File: src/rtl/rws_pkg.sv
// Package with the types, constants and helper functions of the roulette wheel select core.
package rws_pkg;

  localparam int MaxMembers = 16;
  localparam int IdxW       = $clog2(MaxMembers);
  localparam int CntW       = $clog2(MaxMembers + 1);
  localparam int FitW       = 16;
  localparam int FracW      = 16;
  localparam int MaskW      = 16;
  localparam int MaskIdxW   = $clog2(MaskW);
  localparam int SumW       = FitW + IdxW;
  localparam int CfgW       = 5;
  localparam int CfgAddrW   = 3;
  localparam int CfgDataW   = 32;

  localparam logic [CfgW-1:0] MemberCountReset = CfgW'(16);

  // Word index of the configuration registers.
  localparam logic [CfgAddrW-3:0] RegMemberCount = '0;

  localparam logic CmdWrite  = 1'b0;
  localparam logic CmdSelect = 1'b1;

  localparam logic StatusOk      = 1'b0;
  localparam logic StatusMaskErr = 1'b1;

  typedef struct packed {
    logic            cmd;
    logic [3:0]      member_index;
    logic [FitW-1:0] fitness_value;
    logic [15:0]     random_fraction;
    logic [15:0]     exclude_mask;
  } in_word_t;

  typedef struct packed {
    logic [3:0] picked_index;
    logic       status;
  } out_word_t;

  typedef enum logic [2:0] {
    StIdle,
    StCheck,
    StSum,
    StMul,
    StScan,
    StResult
  } state_e;

  typedef struct packed {
    logic write_en;
    logic capture;
    logic sum_step;
    logic mul_load;
    logic scan_step;
    logic out_load;
  } ctrl_cmd_t;

  typedef struct packed {
    logic mask_err;
    logic last_elem;
    logic hit;
  } dp_status_t;

  // The member count in use, clamped to one through the table depth.
  function automatic logic [CntW-1:0] eff_count(input logic [CfgW-1:0] cfg);
    logic [CntW-1:0] n;
    n = CntW'(cfg);
    if (cfg == '0) begin
      n = CntW'(1);
    end else if (int'(cfg) > MaxMembers) begin
      n = CntW'(MaxMembers);
    end
    return n;
  endfunction

endpackage

File: src/rtl/rws_ctrl.sv
// Controller state machine that sequences the sum, scale and scan passes of a select.
module rws_ctrl (
  input  logic                clk_i,
  input  logic                rst_ni,
  input  logic                in_valid_i,
  input  logic                in_cmd_i,
  input  logic                out_stall_i,
  input  rws_pkg::dp_status_t sts_i,
  output rws_pkg::ctrl_cmd_t  cmd_o,
  output logic                in_stall_o,
  output logic                out_valid_o
);

  rws_pkg::state_e state_q, state_d;
  logic            out_valid_q, out_valid_d;
  logic            out_free;

  assign out_free = !out_valid_q || !out_stall_i;

  always_comb begin
    state_d = state_q;
    unique case (state_q)
      rws_pkg::StIdle: begin
        if (in_valid_i && (in_cmd_i == rws_pkg::CmdSelect)) begin
          state_d = rws_pkg::StCheck;
        end
      end
      rws_pkg::StCheck: begin
        state_d = sts_i.mask_err ? rws_pkg::StResult : rws_pkg::StSum;
      end
      rws_pkg::StSum: begin
        if (sts_i.last_elem) begin
          state_d = rws_pkg::StMul;
        end
      end
      rws_pkg::StMul: begin
        state_d = rws_pkg::StScan;
      end
      rws_pkg::StScan: begin
        if (sts_i.hit || sts_i.last_elem) begin
          state_d = rws_pkg::StResult;
        end
      end
      rws_pkg::StResult: begin
        if (out_free) begin
          state_d = rws_pkg::StIdle;
        end
      end
      default: state_d = rws_pkg::StIdle;
    endcase
  end

  always_comb begin
    cmd_o      = '0;
    in_stall_o = 1'b1;
    unique case (state_q)
      rws_pkg::StIdle: begin
        in_stall_o     = 1'b0;
        cmd_o.write_en = in_valid_i && (in_cmd_i == rws_pkg::CmdWrite);
        cmd_o.capture  = in_valid_i && (in_cmd_i == rws_pkg::CmdSelect);
      end
      rws_pkg::StCheck: begin
      end
      rws_pkg::StSum: begin
        cmd_o.sum_step = 1'b1;
      end
      rws_pkg::StMul: begin
        cmd_o.mul_load = 1'b1;
      end
      rws_pkg::StScan: begin
        cmd_o.scan_step = 1'b1;
      end
      rws_pkg::StResult: begin
        cmd_o.out_load = out_free;
      end
      default: begin
      end
    endcase
  end

  always_comb begin
    out_valid_d = out_valid_q;
    if (out_valid_q && !out_stall_i) begin
      out_valid_d = 1'b0;
    end
    if (cmd_o.out_load) begin
      out_valid_d = 1'b1;
    end
  end

  always_ff @(posedge clk_i or negedge rst_ni) begin
    if (!rst_ni) begin
      state_q     <= rws_pkg::StIdle;
      out_valid_q <= 1'b0;
    end else begin
      state_q     <= state_d;
      out_valid_q <= out_valid_d;
    end
  end

  assign out_valid_o = out_valid_q;

endmodule

File: src/rtl/rws_datapath.sv
// Datapath with the fitness table, the running sums, the threshold multiplier and the result register.
module rws_datapath (
  input  logic                      clk_i,
  input  logic                      rst_ni,
  input  rws_pkg::ctrl_cmd_t        cmd_i,
  input  rws_pkg::in_word_t         in_word_i,
  input  logic [rws_pkg::CfgW-1:0]  member_count_i,
  output rws_pkg::dp_status_t       sts_o,
  output rws_pkg::out_word_t        out_word_o
);

  logic [rws_pkg::FitW-1:0]  table_q [rws_pkg::MaxMembers];
  logic [rws_pkg::FracW-1:0] frac_q;
  logic [rws_pkg::MaskW-1:0] mask_q;
  logic [rws_pkg::IdxW-1:0]  last_q;
  logic [rws_pkg::IdxW-1:0]  cnt_q;
  logic [rws_pkg::IdxW-1:0]  pick_q;
  logic [rws_pkg::SumW-1:0]  total_q;
  logic [rws_pkg::SumW-1:0]  thresh_q;
  logic [rws_pkg::SumW-1:0]  running_q;
  logic [rws_pkg::SumW-1:0]  running_d;
  logic [rws_pkg::SumW-1:0]  contrib;
  logic [rws_pkg::SumW+rws_pkg::FracW-1:0] product;
  logic [rws_pkg::CntW-1:0]  n_q;
  logic [rws_pkg::CntW-1:0]  n_new;
  logic                      excl;
  logic                      mask_err;
  rws_pkg::out_word_t        out_q;

  assign n_new = rws_pkg::eff_count(member_count_i);

  always_comb begin
    mask_err = 1'b0;
    for (int i = 0; i < rws_pkg::MaskW; i++) begin
      if (i >= int'(n_q)) begin
        mask_err = mask_err | mask_q[i];
      end
    end
  end

  assign excl      = (int'(cnt_q) < rws_pkg::MaskW) && mask_q[rws_pkg::MaskIdxW'(cnt_q)];
  assign contrib   = excl ? '0 : rws_pkg::SumW'(table_q[cnt_q]);
  assign running_d = running_q + contrib;
  assign product   = (rws_pkg::SumW + rws_pkg::FracW)'(total_q) *
                     (rws_pkg::SumW + rws_pkg::FracW)'(frac_q);

  assign sts_o.mask_err  = mask_err;
  assign sts_o.last_elem = (cnt_q == last_q);
  assign sts_o.hit       = !excl && (thresh_q <= running_d);

  always_ff @(posedge clk_i or negedge rst_ni) begin
    if (!rst_ni) begin
      for (int i = 0; i < rws_pkg::MaxMembers; i++) begin
        table_q[i] <= '0;
      end
    end else if (cmd_i.write_en && (int'(in_word_i.member_index) < rws_pkg::MaxMembers)) begin
      table_q[rws_pkg::IdxW'(in_word_i.member_index)] <= in_word_i.fitness_value;
    end
  end

  always_ff @(posedge clk_i) begin
    if (cmd_i.capture) begin
      frac_q  <= in_word_i.random_fraction;
      mask_q  <= in_word_i.exclude_mask;
      n_q     <= n_new;
      last_q  <= rws_pkg::IdxW'(n_new - rws_pkg::CntW'(1));
      cnt_q   <= '0;
      pick_q  <= '0;
      total_q <= '0;
    end
    if (cmd_i.sum_step) begin
      total_q <= total_q + contrib;
      cnt_q   <= cnt_q + rws_pkg::IdxW'(1);
    end
    if (cmd_i.mul_load) begin
      thresh_q  <= product[rws_pkg::SumW+rws_pkg::FracW-1:rws_pkg::FracW];
      running_q <= '0;
      cnt_q     <= '0;
    end
    if (cmd_i.scan_step) begin
      running_q <= running_d;
      cnt_q     <= cnt_q + rws_pkg::IdxW'(1);
      if (sts_o.hit) begin
        pick_q <= cnt_q;
      end
    end
    if (cmd_i.out_load) begin
      out_q.picked_index <= 4'(pick_q);
      out_q.status       <= mask_err ? rws_pkg::StatusMaskErr : rws_pkg::StatusOk;
    end
  end

  assign out_word_o = out_q;

endmodule

File: src/rtl/roulette_wheel_select_core.sv
// Top level of the roulette wheel select core with its configuration register.
//
// Channel   Direction  Handshake              Word
// in        input      in_valid_i/in_stall_o  rws_pkg::in_word_t
// out       output     out_valid_o/out_stall_i rws_pkg::out_word_t
// cfg       input      APB psel/penable       member_count at byte address 0
//
// A write word updates the fitness table in the cycle it is accepted and gives no result.
// A select runs a sum pass and a prefix scan over the n members in use, each reading
// one table entry per cycle.
// A select with a mask bit beyond the member count skips both passes after the check.
// Reset clears the fitness table and sets the member count to sixteen.
// The next word is accepted while a finished result waits in the output register.
module roulette_wheel_select_core (
  input  logic                           clk_i,
  input  logic                           rst_ni,
  input  logic                           in_valid_i,
  output logic                           in_stall_o,
  input  rws_pkg::in_word_t              in_word_i,
  output logic                           out_valid_o,
  input  logic                           out_stall_i,
  output rws_pkg::out_word_t             out_word_o,
  input  logic                           psel,
  input  logic                           penable,
  input  logic                           pwrite,
  input  logic [rws_pkg::CfgAddrW-1:0]   paddr,
  input  logic [rws_pkg::CfgDataW-1:0]   pwdata,
  output logic [rws_pkg::CfgDataW-1:0]   prdata,
  output logic                           pready
);

  logic [rws_pkg::CfgW-1:0] member_count_q;
  logic                     cfg_sel;
  rws_pkg::ctrl_cmd_t       cmd;
  rws_pkg::dp_status_t      sts;

  assign pready  = 1'b1;
  assign cfg_sel = (paddr[rws_pkg::CfgAddrW-1:2] == rws_pkg::RegMemberCount);

  always_ff @(posedge clk_i or negedge rst_ni) begin
    if (!rst_ni) begin
      member_count_q <= rws_pkg::MemberCountReset;
    end else if (psel && penable && pwrite && pready && cfg_sel) begin
      member_count_q <= pwdata[rws_pkg::CfgW-1:0];
    end
  end

  assign prdata = cfg_sel ? rws_pkg::CfgDataW'(member_count_q) : '0;

  rws_ctrl u_ctrl (
    .clk_i       (clk_i),
    .rst_ni      (rst_ni),
    .in_valid_i  (in_valid_i),
    .in_cmd_i    (in_word_i.cmd),
    .out_stall_i (out_stall_i),
    .sts_i       (sts),
    .cmd_o       (cmd),
    .in_stall_o  (in_stall_o),
    .out_valid_o (out_valid_o)
  );

  rws_datapath u_datapath (
    .clk_i          (clk_i),
    .rst_ni         (rst_ni),
    .cmd_i          (cmd),
    .in_word_i      (in_word_i),
    .member_count_i (member_count_q),
    .sts_o          (sts),
    .out_word_o     (out_word_o)
  );

  a_select_busy : assert property (@(posedge clk_i) disable iff (!rst_ni)
    (in_valid_i && !in_stall_o && (in_word_i.cmd == rws_pkg::CmdSelect)) |=> in_stall_o)
    else $error("select word did not occupy the block");

  a_write_no_result : assert property (@(posedge clk_i) disable iff (!rst_ni)
    (in_valid_i && !in_stall_o && (in_word_i.cmd == rws_pkg::CmdWrite) && !out_valid_o)
    |=> !out_valid_o)
    else $error("write word produced a result");

  a_err_picks_zero : assert property (@(posedge clk_i) disable iff (!rst_ni)
    (out_valid_o && (out_word_o.status == rws_pkg::StatusMaskErr))
    |-> (out_word_o.picked_index == '0))
    else $error("mask error result with nonzero index");

endmodule
File: config.mk
export PLATFORM = sky130hd
export DESIGN_NAME = roulette_wheel_select_core
export DESIGN_NICKNAME = d
export VERILOG_FILES = /design/src/rtl/rws_pkg.sv /design/src/rtl/rws_ctrl.sv /design/src/rtl/rws_datapath.sv /design/src/rtl/roulette_wheel_select_core.sv
export SDC_FILE = /design/constraint.sdc
export NUM_CORES = 1
export LEC_CHECK = 0
export BUFFER_PORTS_ARGS = -buffer_cell sky130_fd_sc_hd__clkbuf_2
export CAP_MARGIN = 20
export CORE_ASPECT_RATIO = 0.9
export CORE_UTILIZATION = 36
export CTS_CLUSTER_SIZE = 12
export DETAILED_ROUTE_END_ITERATION = 10
export GPL_TIMING_DRIVEN = 0
export PLACE_DENSITY = 0.58
export SYNTH_ARGS = -nofsm -noshare
export SYNTH_HDL_FRONTEND = slang
export SYNTH_SLANG_ARGS = --single-unit
File: constraint.sdc
create_clock -name clk_i -period 7 [get_ports clk_i]
set_input_delay 0.7 -clock clk_i [delete_from_list [all_inputs] [get_ports clk_i]]
set_output_delay 0.7 -clock clk_i [all_outputs]
set_load 0.005 [all_outputs]
==> reports/qor.csv <==
stage,metric,value,unit
sta,fin_crit_sh,0.9647,
sta,holdWs,0.1425,ns
placement,port_buffers,75,
yosys,syn-cell-area,28070,µm²
critical_path,cp_data_arrival_time,7.16,ns
placement,place_congestion,0.9034,
yosys,synth.distinct_cells,73,
grt,grt_start_max_net_pins,117,
critical_path,crit_slowest_cell,clkbuf_1,
grt,met1_usage,0.2582,
yosys,postSynthAreaPerCell,11.75,µm²
die,die_y,266.9,µm
die,core-area,76750,µm²
detailed_routing,via_count,18570,
critical_path,worst_setup_path_end_kind,flop,
detailed_routing,routed_wirelength,72540,µm
clock_network,cts_sinks,379,
die,start_util,0.3657,
critical_path,max_stage_delay,0.62,ns
clock_network,clkTransAtPathRegs,0.06,ns
grt,grt_pass1_wl,114600,µm
sta,period_needed,6.753,ns
critical_path,crit_family,adder cells,
sta,skew,0.03076,ns
detailed_routing,vias_per_cell,5.124,
sta,rsz0062_at_grt,no,
yosys,ys.flop_type,dfrtp_1,
status,status,"complete, no violations",
clock_network,clock-root-buffer,clkbuf_16,
sta,finalHoldViolations,0,
critical_path,crit_buf_inv,7,
die,placementRows,96,
sta,setup-violations-final,0,
clock_network,clock_insertion_delay_worst_skew,0.61,ns
critical_path,cp_cell_sequence,clkbuf_1 -> nand2_1 -> fa_1 -> inv_1 -> fa_1 -> inv_1 -> fa_1 -> inv_1 -> fa_1 -> inv_1 -> fa_1 -> inv_1 -> fa_1 -> ha_1 -> or3_1 -> o211ai_1 -> o21ai_2 -> o211ai_1 -> buf_4 -> a21oi_1 -> or4b_1 -> o311ai_1,
yosys,yosys_register_bits,379,
critical_path,cp-start-kind,flop,
sta,worstMarginPinSlew,1.043,ns
clock_network,cts_tree,done,
grt,gr-usage-met3,0.03339,
clock_network,cts_made_buffers,43,
yosys,synth_edf_count,110,
critical_path,worstPathRequired,7.41,ns
sta,slew_viol_final,0,
clock_network,htreeDepth,2,
hold_path,hold_path_class,input port to async pin,
grt,grtUsageTotal,0.1896,
grt,use_met2,0.3123,
yosys,yosys_warnings,0,
die,die_x,296.3,µm
detailed_routing,drtAntennaViolNets,0,
critical_path,crit_fanout,10,
detailed_routing,drc,0,
yosys,syn_inst,2388,
flow_run,max-cap-violations,0,
grt,antenna_found_initial,0,
yosys,synthArstFlopShare,0.6992,
die,dieArea,79090,µm²
grt,grt_busiest_layer,met2,
sta,slew_headroom,0.3023,
detailed_routing,wl_per_cell,20.01,µm
detailed_routing,drt_iter0_markers,1174,
critical_path,crit_type,flop to flop,
grt,grt_pass1_vias,19760,
finish,areaGrowthSynthToFinish,12.72,%
finish,drive_gt1_frac,0.2362,
detailed_routing,dr.pass1.iters,5,
critical_path,cp_common_cell,fa_1,
die,ios,135,
finish,nets,3072,
grt,grt_overflow,0,
yosys,synth-seq-area-share,0.3568,
sta,fmax,0.1481,GHz
clock_network,hold_buffers,0,
placement,dp_hpwl,54670,µm
clock_network,clk_path_buf_depth,3,
[cell usage in the layout (no fill, tap or decap), drive strengths merged, types with 46 or more instances in the layout]
master,count
buf,95
ha,159
nor2,90
a21oi,46
mux2,261
dfrtp,264
clkbuf,223
inv,287
edfxtp,110
and2,101
mux4,73
fa,251
nand2,253
[cells by family (layout without fill, tap and decap cells)]
kind of cell,after synthesis,in the layout,share of synthesized area
AO/OA/AOI/OAI,190,190,0.04547
XOR/XNOR,55,55,0.01716
adder cells (fa/ha/maj),411,411,0.2503
buffers and inverters,433,614,0.06379
flip-flops,379,379,0.3568
multiplexers,355,355,0.1708
other,2,29,0.0002676
AND/OR/NAND/NOR,563,563,0.09544
[per-layer routing]
metal / vias up / part of all wire
met5: - / 0
met2: 429 / 0.48
met4: 0 / 0.019
met3: 92 / 0.051
met1: 9751 / 0.45
li1: 8302 / -
[state kept, by name, summed over array words and instances, names as in the netlist, 5 cells and up]
name / cells
u_datapath.n_q: 5
u_datapath.mask_q: 16
u_datapath.running_q: 20
u_datapath.out_word_o: 5
u_datapath.total_q: 20
member_count_q: 5
u_datapath.table_q: 256
u_datapath.thresh_q: 20
u_datapath.frac_q: 16
[layout make-up]
type / instances / area (µm²)
diodes: 1 / 2.502
plain buffers: 145 / 743.2
clock buffers: 60 / 1222
clock inverters: 13 / 198.9
fillers: 7245 / 45110
inverters: 283 / 1062
multi-input cells: 1602 / 16370
flip-flops and latches: 379 / 10020
well taps: 1029 / 1287
repair buffers: 113 / 732.0
[metrics by stage]
| step | utilization | instance area, µm² | setup WS, ns | cells | setup TNS, ns |
|---|---|---|---|---|---|
| after detailed placement | 0.3899 | 29930 | -0.2687 | 3522 | -0.6058 |
| final | 0.4122 | 31640 | 0.2470 | 3625 | 0 |
| after global routing | 0.4122 | 31640 | 0.01318 | 3624 | 0 |
| after global placement | 0.3886 | 29830 | -0.1622 | 3518 | -0.3041 |
| after floorplan | - | 28170 | 0.8895 | 2414 | 0 |
| after CTS | 0.4086 | 31360 | 0.009700 | 3592 | 0 |
[cell usage after synthesis, types with 18 or more instances]
| cell type | number | area [µm²] |
|---|---|---|
| and2_1 | 101 | 631.9 |
| buf_4 | 36 | 270.3 |
| mux2_2 | 261 | 2939 |
| nand2_1 | 253 | 949.7 |
| mux2i_1 | 21 | 210.2 |
| ha_1 | 159 | 1989 |
| edfxtp_1 | 110 | 3303 |
| buf_2 | 18 | 90.09 |
| dfrtp_1 | 264 | 6606 |
| a21oi_1 | 46 | 230.2 |
| fa_1 | 251 | 5025 |
| clkbuf_1 | 92 | 345.3 |
| mux4_2 | 73 | 1644 |
| nor2_1 | 83 | 311.6 |
| a21o_1 | 32 | 240.2 |
| xnor2_1 | 33 | 289.0 |
| inv_1 | 282 | 1059 |
| xor2_1 | 22 | 192.7 |
| nor2b_1 | 28 | 175.2 |
| o21ai_0 | 35 | 175.2 |
[worst register-to-register path: cells and delay by family (launching register included)]
family          cells  cell delay (ns)
compound gates      5             0.77
fa+ha+maj           7             3.33
simple gates        3             1.03
flops               1             0.36
buf+inv             7             1.06
[path summary, 6_finish.rpt]
check	from	end	slack, ns	cells after the start
worst max-delay path	u_datapath.frac_q[8]$_DFFE_PP_	u_datapath.thresh_q[18]$_DFFE_PN_	0.25	22
worst max register to register	u_datapath.frac_q[8]$_DFFE_PP_	u_datapath.thresh_q[18]$_DFFE_PN_	0.25	22
worst min register to register	u_datapath.pick_q[3]$_DFF_P_	u_datapath.out_word_o[4]$_DFFE_PP_	0.42	0
worst min-delay path	rst_ni	u_datapath.table_q[249]$_DFFE_PN0P_	0.14	1
max in group asynchronous	rst_ni	member_count_q[3]$_DFFE_PN0P_	5.46	3
min in group clk_i	in_word_i[27]	u_datapath.frac_q[11]$_DFFE_PP_	0.28	1
[what timing repair did]
item / CTS / global route
buffers inserted: 0 / 33
endpoints found under the setup margin: 8 / 12
pin swaps: 0 / 1
gates resized for setup: 17 / 26
cloned: 0 / 0
Power is not shown: default switching activity piles up to over one toggle a cycle in this logic, so the estimate is an artifact.
